$ cat src/hdl/rvx_pkg.sv
package rvx_pkg;

  // Number of implemented integer registers; x0 is always zero.
  localparam int unsigned REG_COUNT_DEFAULT = 32;

  localparam int unsigned XLEN     = 32;
  localparam int unsigned REG_IDXW = 5;

  // Major opcodes of the implemented subset.
  localparam logic [6:0] OP_LUI    = 7'b0110111;
  localparam logic [6:0] OP_AUIPC  = 7'b0010111;
  localparam logic [6:0] OP_JAL    = 7'b1101111;
  localparam logic [6:0] OP_JALR   = 7'b1100111;
  localparam logic [6:0] OP_ALUIMM = 7'b0010011;
  localparam logic [6:0] OP_ALUREG = 7'b0110011;

  localparam logic [2:0] F3_ADD = 3'b000;
  localparam logic [6:0] F7_ADD = 7'b0000000;
  localparam logic [6:0] F7_SUB = 7'b0100000;

  // One register file write.
  typedef struct packed {
    logic                en;
    logic [REG_IDXW-1:0] idx;
    logic [XLEN-1:0]     data;
  } rf_wr_t;

  // One execute result, as it leaves the block.
  typedef struct packed {
    logic                wb_enable;
    logic [REG_IDXW-1:0] wb_index;
    logic [XLEN-1:0]     wb_value;
    logic [XLEN-1:0]     next_pc;
    logic                unsupported;
  } result_t;

endpackage

$ cat src/hdl/rvx_instr_if.sv
interface rvx_instr_if;
  logic        valid;
  logic        ready;
  logic [31:0] instr;

  modport source (output valid, output instr, input ready);
  modport sink (input valid, input instr, output ready);
endinterface

$ cat src/hdl/rvx_result_if.sv
interface rvx_result_if;
  logic        valid;
  logic        ready;
  logic        wb_enable;
  logic [4:0]  wb_index;
  logic [31:0] wb_value;
  logic [31:0] next_pc;
  logic        unsupported;

  modport source (
    output valid, output wb_enable, output wb_index, output wb_value,
    output next_pc, output unsupported, input ready
  );
  modport sink (
    input valid, input wb_enable, input wb_index, input wb_value,
    input next_pc, input unsupported, output ready
  );
endinterface

$ cat src/hdl/rvx_ram.sv
module rvx_ram #(
  parameter int unsigned Width = 32,
  parameter int unsigned Depth = 32
) (
  input  logic                     clk_i,
  input  logic                     we_i,
  input  logic [$clog2(Depth)-1:0] waddr_i,
  input  logic [Width-1:0]         wdata_i,
  input  logic                     re_i,
  input  logic [$clog2(Depth)-1:0] raddr_i,
  output logic [Width-1:0]         rdata_o
);

  logic [Width-1:0] mem_q [Depth];
  logic [Width-1:0] rdata_q;

  // Read returns the old contents when the same entry is written in that cycle.
  always_ff @(posedge clk_i) begin
    if (we_i) begin
      mem_q[waddr_i] <= wdata_i;
    end
    if (re_i) begin
      rdata_q <= mem_q[raddr_i];
    end
  end

  assign rdata_o = rdata_q;

endmodule

$ cat src/hdl/rvx_regfile.sv
module rvx_regfile #(
  parameter int unsigned RegCount = rvx_pkg::REG_COUNT_DEFAULT
) (
  input  logic                  clk_i,
  input  logic                  rst_ni,
  input  logic                  rd_en_i,
  input  logic [4:0]            rs1_idx_i,
  input  logic [4:0]            rs2_idx_i,
  output logic [31:0]           rs1_data_o,
  output logic [31:0]           rs2_data_o,
  input  rvx_pkg::rf_wr_t       wr_i
);
  import rvx_pkg::*;

  localparam int unsigned AddrW = $clog2(RegCount);

  logic [RegCount-1:0] valid_q;
  rf_wr_t              byp_q;
  logic [4:0]          rs_idx_q [2];
  logic [4:0]          rs_idx   [2];
  logic [XLEN-1:0]     rdata    [2];
  logic [XLEN-1:0]     rs_data  [2];

  assign rs_idx[0] = rs1_idx_i;
  assign rs_idx[1] = rs2_idx_i;

  // Two copies of the file, written together, give two read ports.
  for (genvar p = 0; p < 2; p++) begin : g_port
    rvx_ram #(
      .Width (XLEN),
      .Depth (RegCount)
    ) u_ram (
      .clk_i   (clk_i),
      .we_i    (wr_i.en),
      .waddr_i (wr_i.idx[AddrW-1:0]),
      .wdata_i (wr_i.data),
      .re_i    (rd_en_i),
      .raddr_i (rs_idx[p][AddrW-1:0]),
      .rdata_o (rdata[p])
    );
  end

  always_ff @(posedge clk_i or negedge rst_ni) begin
    if (!rst_ni) begin
      valid_q <= '0;
      byp_q   <= '0;
    end else begin
      if (wr_i.en) begin
        valid_q[wr_i.idx[AddrW-1:0]] <= 1'b1;
        byp_q                        <= wr_i;
      end
    end
  end

  always_ff @(posedge clk_i) begin
    if (rd_en_i) begin
      rs_idx_q[0] <= rs1_idx_i;
      rs_idx_q[1] <= rs2_idx_i;
    end
  end

  // The bypass register holds the latest write, which the memory read
  // issued at the same edge did not yet see. Entries never written read zero.
  always_comb begin
    for (int p = 0; p < 2; p++) begin
      priority if (rs_idx_q[p] == '0 || {1'b0, rs_idx_q[p]} >= 6'(RegCount)) begin
        rs_data[p] = '0;
      end else if (byp_q.en && byp_q.idx == rs_idx_q[p]) begin
        rs_data[p] = byp_q.data;
      end else if (valid_q[rs_idx_q[p][AddrW-1:0]]) begin
        rs_data[p] = rdata[p];
      end else begin
        rs_data[p] = '0;
      end
    end
  end

  assign rs1_data_o = rs_data[0];
  assign rs2_data_o = rs_data[1];

endmodule

$ cat src/hdl/rvx_exec.sv
module rvx_exec #(
  parameter int unsigned RegCount = rvx_pkg::REG_COUNT_DEFAULT
) (
  input  logic [31:0]      instr_i,
  input  logic [31:0]      pc_i,
  input  logic [31:0]      rs1_val_i,
  input  logic [31:0]      rs2_val_i,
  output rvx_pkg::result_t res_o
);
  import rvx_pkg::*;

  logic [6:0]      op;
  logic [4:0]      dst;
  logic [2:0]      f3;
  logic [6:0]      f7;
  logic [XLEN-1:0] imm_i;
  logic [XLEN-1:0] imm_j;
  logic [XLEN-1:0] imm_u;
  logic [XLEN-1:0] link;
  logic [XLEN-1:0] jalr_sum;
  logic [XLEN-1:0] val;
  logic [XLEN-1:0] nxt;
  logic            writes;
  logic            bad;
  logic            en;

  assign op  = instr_i[6:0];
  assign dst = instr_i[11:7];
  assign f3  = instr_i[14:12];
  assign f7  = instr_i[31:25];

  assign imm_i = {{20{instr_i[31]}}, instr_i[31:20]};
  assign imm_j = {{12{instr_i[31]}}, instr_i[19:12], instr_i[20], instr_i[30:21], 1'b0};
  assign imm_u = {instr_i[31:12], 12'b0};

  assign link     = pc_i + 32'd4;
  assign jalr_sum = rs1_val_i + imm_i;

  always_comb begin
    val    = '0;
    nxt    = link;
    writes = 1'b0;
    bad    = 1'b0;
    unique case (op)
      OP_LUI: begin
        val    = imm_u;
        writes = 1'b1;
      end
      OP_AUIPC: begin
        val    = pc_i + imm_u;
        writes = 1'b1;
      end
      OP_JAL: begin
        val    = link;
        nxt    = pc_i + imm_j;
        writes = 1'b1;
      end
      OP_JALR: begin
        if (f3 == F3_ADD) begin
          val    = link;
          nxt    = {jalr_sum[XLEN-1:1], 1'b0};
          writes = 1'b1;
        end else begin
          bad = 1'b1;
        end
      end
      OP_ALUIMM: begin
        if (f3 == F3_ADD) begin
          val    = jalr_sum;
          writes = 1'b1;
        end else begin
          bad = 1'b1;
        end
      end
      OP_ALUREG: begin
        if (f3 == F3_ADD && f7 == F7_ADD) begin
          val    = rs1_val_i + rs2_val_i;
          writes = 1'b1;
        end else if (f3 == F3_ADD && f7 == F7_SUB) begin
          val    = rs1_val_i - rs2_val_i;
          writes = 1'b1;
        end else begin
          bad = 1'b1;
        end
      end
      default: begin
        bad = 1'b1;
      end
    endcase
  end

  assign en = writes && dst != '0 && {1'b0, dst} < 6'(RegCount);

  assign res_o.wb_enable   = en;
  assign res_o.wb_index    = en ? dst : '0;
  assign res_o.wb_value    = en ? val : '0;
  assign res_o.next_pc     = nxt;
  assign res_o.unsupported = bad;

endmodule

$ cat src/hdl/rv32i_subset_execute.sv
// An accepted instruction moves through the execute stage and then the output register.
// Throughput: one instruction per cycle while results are taken, set by the register file memories,
// which take both source reads in the accept cycle and the write back in the execute cycle.
// Input ready drops only while an executed instruction waits behind an untaken result.
// Reset clears the program counter, the register valid bits, the bypass and all valid
// flags; no clearing pass is needed, and the first instruction may be accepted at once.
module rv32i_subset_execute #(
  parameter int unsigned RegCount = rvx_pkg::REG_COUNT_DEFAULT
) (
  input  logic                clk_i,
  input  logic                rst_ni,
  rvx_instr_if.sink           instr_i,
  rvx_result_if.source        result_o
);
  import rvx_pkg::*;

  // Execute stage: the instruction whose source operands are being read out
  // of the register file memories this cycle.
  logic            s1_valid_q;
  logic [31:0]     instr_q;
  logic [XLEN-1:0] pc_q;
  logic [XLEN-1:0] pc_d;
  logic            s1_fire;
  logic            accept;

  // Output register: one finished transaction waiting for the sink.
  logic            out_valid_q;
  result_t         out_q;

  logic [XLEN-1:0] rs1_val;
  logic [XLEN-1:0] rs2_val;
  result_t         res;
  rf_wr_t          rf_wr;

  // The execute stage moves on whenever the output register is free or is
  // emptied in the same cycle, so a new transaction can enter behind it.
  assign s1_fire       = s1_valid_q && (!out_valid_q || result_o.ready);
  assign instr_i.ready = !s1_valid_q || s1_fire;
  assign accept        = instr_i.valid && instr_i.ready;

  // Source reads are issued straight from the incoming instruction word so
  // the data arrives together with the instruction in the execute stage.
  rvx_regfile #(
    .RegCount (RegCount)
  ) u_regfile (
    .clk_i      (clk_i),
    .rst_ni     (rst_ni),
    .rd_en_i    (accept),
    .rs1_idx_i  (instr_i.instr[19:15]),
    .rs2_idx_i  (instr_i.instr[24:20]),
    .rs1_data_o (rs1_val),
    .rs2_data_o (rs2_val),
    .wr_i       (rf_wr)
  );

  rvx_exec #(
    .RegCount (RegCount)
  ) u_exec (
    .instr_i   (instr_q),
    .pc_i      (pc_q),
    .rs1_val_i (rs1_val),
    .rs2_val_i (rs2_val),
    .res_o     (res)
  );

  // The write back and the program counter update commit together, at the
  // edge where the result enters the output register.
  assign rf_wr.en   = s1_fire && res.wb_enable;
  assign rf_wr.idx  = res.wb_index;
  assign rf_wr.data = res.wb_value;

  assign pc_d = s1_fire ? res.next_pc : pc_q;

  always_ff @(posedge clk_i or negedge rst_ni) begin
    if (!rst_ni) begin
      s1_valid_q  <= 1'b0;
      out_valid_q <= 1'b0;
      pc_q        <= '0;
    end else begin
      pc_q <= pc_d;
      if (instr_i.ready) begin
        s1_valid_q <= instr_i.valid;
      end
      if (s1_fire) begin
        out_valid_q <= 1'b1;
      end else if (result_o.ready) begin
        out_valid_q <= 1'b0;
      end
    end
  end

  always_ff @(posedge clk_i) begin
    if (accept) begin
      instr_q <= instr_i.instr;
    end
    if (s1_fire) begin
      out_q <= res;
    end
  end

  assign result_o.valid       = out_valid_q;
  assign result_o.wb_enable   = out_q.wb_enable;
  assign result_o.wb_index    = out_q.wb_index;
  assign result_o.wb_value    = out_q.wb_value;
  assign result_o.next_pc     = out_q.next_pc;
  assign result_o.unsupported = out_q.unsupported;

  // The program counter only moves when an instruction executes.
  a_pc_hold : assert property (@(posedge clk_i) disable iff (!rst_ni)
    !s1_fire |=> $stable(pc_q))
    else $error("program counter changed without an executed instruction");

  // An accepted transaction always lands in the execute stage.
  a_accept_fill : assert property (@(posedge clk_i) disable iff (!rst_ni)
    accept |=> s1_valid_q)
    else $error("accepted instruction lost before execute");

  // x0 is never reported as written.
  a_no_x0_write : assert property (@(posedge clk_i) disable iff (!rst_ni)
    rf_wr.en |-> rf_wr.idx != '0)
    else $error("write back to x0");

  // An instruction outside the subset never writes a register.
  a_bad_no_write : assert property (@(posedge clk_i) disable iff (!rst_ni)
    out_valid_q && out_q.unsupported |-> !out_q.wb_enable)
    else $error("unsupported instruction wrote a register");

endmodule

$ cat src/flat_wrapper.sv
// flat-port wrapper written by rule: the top's interface ports become plain ports
module rv32i_subset_execute_flat import rvx_pkg::*;
#(
  parameter int unsigned RegCount = rvx_pkg::REG_COUNT_DEFAULT
)
  (clk_i, rst_ni, instr_i_valid, instr_i_instr, instr_i_ready, result_o_valid, result_o_wb_enable, result_o_wb_index, result_o_wb_value, result_o_next_pc, result_o_unsupported, result_o_ready);
  rvx_instr_if instr_i_i ();
  rvx_result_if result_o_i ();
  input  logic clk_i;
  input  logic rst_ni;
  input wire logic [$bits(instr_i_i.valid)-1:0] instr_i_valid;
  input wire logic [$bits(instr_i_i.instr)-1:0] instr_i_instr;
  output wire logic [$bits(instr_i_i.ready)-1:0] instr_i_ready;
  output wire logic [$bits(result_o_i.valid)-1:0] result_o_valid;
  output wire logic [$bits(result_o_i.wb_enable)-1:0] result_o_wb_enable;
  output wire logic [$bits(result_o_i.wb_index)-1:0] result_o_wb_index;
  output wire logic [$bits(result_o_i.wb_value)-1:0] result_o_wb_value;
  output wire logic [$bits(result_o_i.next_pc)-1:0] result_o_next_pc;
  output wire logic [$bits(result_o_i.unsupported)-1:0] result_o_unsupported;
  input wire logic [$bits(result_o_i.ready)-1:0] result_o_ready;
  assign instr_i_i.valid = instr_i_valid;
  assign instr_i_i.instr = instr_i_instr;
  assign instr_i_ready = instr_i_i.ready;
  assign result_o_valid = result_o_i.valid;
  assign result_o_wb_enable = result_o_i.wb_enable;
  assign result_o_wb_index = result_o_i.wb_index;
  assign result_o_wb_value = result_o_i.wb_value;
  assign result_o_next_pc = result_o_i.next_pc;
  assign result_o_unsupported = result_o_i.unsupported;
  assign result_o_i.ready = result_o_ready;
  rv32i_subset_execute #(.RegCount(RegCount)) u_core (.clk_i(clk_i), .rst_ni(rst_ni), .instr_i(instr_i_i), .result_o(result_o_i));
endmodule
$ cat config.mk
export PLATFORM = sky130hd
export DESIGN_NAME = rv32i_subset_execute_flat
export DESIGN_NICKNAME = d
export VERILOG_FILES = /design/src/hdl/rvx_pkg.sv /design/src/hdl/rvx_instr_if.sv /design/src/hdl/rvx_result_if.sv /design/src/hdl/rvx_ram.sv /design/src/hdl/rvx_regfile.sv /design/src/hdl/rvx_exec.sv /design/src/hdl/rv32i_subset_execute.sv /design/src/flat_wrapper.sv
export SDC_FILE = /design/constraint.sdc
export NUM_CORES = 2
export LEC_CHECK = 0
export BUFFER_PORTS_ARGS = -buffer_cell sky130_fd_sc_hd__buf_2
export CAP_MARGIN = 20
export CORE_ASPECT_RATIO = 0.8
export CORE_MARGIN = 2
export CORE_UTILIZATION = 60
export DETAILED_ROUTE_END_ITERATION = 12
export PLACE_DENSITY = 0.77
export SLEW_MARGIN = 10
export SYNTH_ARGS = -nofsm -noshare
export SYNTH_HDL_FRONTEND = slang
export SYNTH_HIERARCHICAL = 1
export SYNTH_SLANG_ARGS = --single-unit
$ cat constraint.sdc
create_clock -name clk_i -period 9.8 [get_ports clk_i]
set_input_delay 2.94 -clock clk_i [delete_from_list [all_inputs] [get_ports clk_i]]
set_output_delay 2.94 -clock clk_i [all_outputs]
set_load 0.01 [all_outputs]
==> impl_metrics.csv <==
group,metric,value,unit
run_status,status,"complete, no violations",
setup_path,r2r_cells,19,
setup_path,critical_path_depth,19,
place,hpwl,166000,um
setup_path,crit_path_end,"u_core/u_regfile/g_port[0].u_ram/mem_q[24][21]",
timing,period_needed,7120,ps
synthesis,syn_area,100000,um^2
hold_path,worstHoldPathType,"reg -> reg",
route,postRouteAntennaNets,0,
setup_path,crit_required,10290,ps
route,num_vias,60400,
die,fp.dieArea,170000,um^2
power,p_seq_share,53.1,%
clock_network,cts_setup_buffers,0,
route,drc_errors,0,
clock_network,ctsResizeCount,0,
die,pin_count,109,
clock_network,h-tree-depth,4,
power,max-vdd-ir-drop,0.167,mV
timing,fin_crit_sh,72.7,%
timing,fmax,140,MHz
setup_path,start_kind,"flip-flop",
global_route,grt_max_degree,132,
setup_path,end_kind,"flip-flop",
synthesis,syn_area_per_cell,15.4,um^2
clock_network,cts-root-buf,"clkbuf_16",
setup_path,crit_arrival,7610,ps
place,place.gp.congestion,0.943,
place,portBuffers,108,
setup_path,cp_cell_sequence,"mux4_2, a22oi_1, and3_4, o32ai_4, buf_4, a22o_1, ha_1, nor3b_1, o31ai_1, a2111oi_0, dlymetal6s2s_1, o31ai_1, o21ai_0, or3_1, o21ai_0, xnor2_1, a221oi_1, nor2_4, buf_4",
route,via_per_inst,6.66,
setup_path,max_stage_delay,790,ps
synthesis,yosysTopAreaCell,"edfxtp_1",
die,die_x,461,um
clock_network,cts_sinks,2329,
route,wl_per_cell,30.1,um
synthesis,synth_fp_nets,6677,
cells_and_area,final_common_cell,"edfxtp_1",
setup_path,crit_fanout,34,
setup_path,cpLargestDelayFamily,"compound AO/OA/AOI/OAI gates",
power,leakagePower,0.0408,uW
cells_and_area,synthToLayoutAreaGrowth,11.4,%
die,initial_core_util,60.2,%
clock_network,clock_tree.buffer_depth,3,
synthesis,async_flop_share,4.47,%
global_route,overflow,0,
synthesis,synth_cell_type_count,91,
synthesis,synth-edff-count,2225,
clock_network,clk_pin_slew_worst_paths,60,ps
setup_path,r2r_setup_slack,2680,ps
setup_path,r2r_end,"u_core/u_regfile/g_port[0].u_ram/mem_q[24][21]",
route,totalWireLength,273000,um
power,power.internal,16000,uW
synthesis,yosysWarnings,6,
timing,tightest_slew,1240,ps
timing,slew_headroom,17.3,%
route,drt_iter0_markers,8265,
setup_path,crit_buf_inv,3,
power,p_sw,4800,uW
synthesis,yosysSeqAreaShare,69.4,%
power,swShare,23.1,%
setup_path,r2r-start,"u_core/u_regfile/rs_idx_q[0][0]",
flow_run,drv_cap,0,
cells_and_area,drive_above_1_share,12.0,%
global_route,grt.total_usage,31.6,%
global_route,grt_pass1_wl,392000,um
timing,rsz0062_at_grt,"no",
synthesis,ys_ff_latch,2329,
cells_and_area,final_cell_mix,"edfxtp_1, mux2i_1, a21oi_1",
clock_network,cts_hold_buf,0,
cells_and_area,finalNetCount,6814,
timing,clock_skew,56.8,ps
synthesis,synth_cells,6500,
clock_network,clk_latency,860,ps
timing,hold_viol_final,0,
setup_path,critPathLaunch,"u_core/u_regfile/rs_idx_q[0][0]",
power,combPwrFrac,7.5,%
power,total_power,20800,uW
global_route,first_global_vias,57200,
route,firstDrtPassIters,8,
synthesis,synth.area.top_cells,"edfxtp_1, mux2i_1, dfrtp_1",
timing,maxSlewViolCount,0,
clock_network,cts_tree,"built",
power,power_density,186,nW/um^2
setup_path,crit_type,"reg -> reg",
synthesis,yosys.area.top_type_share,66.8,%
clock_network,cts_buffers,212,
timing,setup_violations,0,
setup_path,slowest_stage,"o31ai_1",
global_route,antenna_found_initial,14,
die,coreArea,166000,um^2
die,fp-row-count,134,
timing,tns,0,ps
cells_and_area,n_fill_cell,11000,
power,clkPwrFrac,39.4,%
die,die_h,369,um
synthesis,dominantRegCellSynth,"edfxtp_1",
## sequential cells by signal (all words and copies together) (netlist names)
signal                                 flops
u_core/u_regfile/g_port.u_ram/mem_q     2048
u_core/u_regfile/g_port.u_ram/rdata_o     64
u_core/u_regfile/byp_q                    38
u_core/instr_q                            32
u_core/pc_q                               32
u_core/result_o.next_pc                   32
u_core/result_o.wb_value                  32
u_core/u_regfile/valid_q                  32
u_core/u_regfile/rs_idx_q                 10
u_core/result_o.wb_index                   5
u_core/result_o.unsupported                1
u_core/result_o.valid                      1
u_core/result_o.wb_enable                  1
u_core/s1_valid_q                          1
## cell usage after synthesis, types with 69 or more instances
cell and instances:
a21oi_1 353, a22o_1 196, a22oi_1 209, a31oi_1 83, buf_4 69, clkbuf_1 170
dfrtp_1 104, edfxtp_1 2225, ha_1 136, inv_1 87, mux2i_1 1035, nand2_1 323
nand3_1 254, nor2_1 215, nor3_1 97, o21ai_0 99, xnor2_1 89
## worst min path at each step
| stage | endpoint | start | cells after the start | slack (ps) |
|---|---|---|---|---|
| floorplan | u_core/u_regfile/valid_q[11] | u_core/u_regfile/valid_q[11] | 1 | 430 |
| global placement | u_core/u_regfile/valid_q[11] | u_core/u_regfile/valid_q[11] | 1 | 450 |
| detailed placement | u_core/u_regfile/valid_q[11] | u_core/u_regfile/valid_q[11] | 1 | 470 |
| CTS | u_core/u_regfile/valid_q[11] | u_core/u_regfile/valid_q[11] | 1 | 480 |
| global route | u_core/u_regfile/valid_q[2] | u_core/u_regfile/valid_q[2] | 1 | 500 |
| finish | u_core/u_regfile/valid_q[11] | u_core/u_regfile/valid_q[11] | 1 | 480 |
## metrics by stage
step                hold slack [ps]  cells  utilization, %  area, um^2  worst slack (ps)
floorplan                       433   6500               -      100000              1220
global placement                452   8611            62.2      103000              2770
detailed placement              466   8636            62.5      104000              2490
CTS                             480   9034            66.6      111000              2510
global route                    496   9066            67.0      111000              2220
finish                          481   9074            67.1      111000              2680
## power by group through the flow
stage / combinational [uW] / clock [uW] / sequential [uW]
2_1_floorplan: 1050 / 0 / 11200
3_3_place_gp: 1500 / 0 / 11200
3_5_place_dp: 1510 / 0 / 11200
4_1_cts: 1520 / 8260 / 11000
5_1_grt: 1650 / 8660 / 11000
6_report: 1560 / 8180 / 11000
## routing by layer
layer | track usage, % | share of wire, %
met5 | 0 | 0.0048
met4 | 9.55 | 3.0
met3 | 7.21 | 11
met2 | 46.4 | 44
met1 | 47.5 | 41
## layout make-up
cell class | instances | area (um^2) | area share (%)
antenna | 9 | 22.5 | 0.0202
clock inverter | 140 | 1300 | 1.17
tap | 2244 | 2810 | 2.52
inverter | 88 | 332 | 0.298
sequential | 2329 | 69400 | 62.3
clock buffer | 258 | 5590 | 5.02
multi-input combinational | 3730 | 29200 | 26.2
timing repair buffer | 276 | 2740 | 2.46
## kinds of logic (layout without fill, tap and decap cells)
logic type / after synthesis / count (layout) / share of synthesized area (%)
other cells: 0 / 9 / 0
buf+inv: 441 / 762 / 2.30
mux: 1119 / 1119 / 11.6
xor+xnor: 135 / 135 / 1.18
flops: 2329 / 2329 / 69.4
simple gates: 1081 / 1081 / 5.09
compound gates: 1254 / 1254 / 8.61
fa+ha+maj: 141 / 141 / 1.80
No activity file was read; power rests on OpenSTA's default activity.
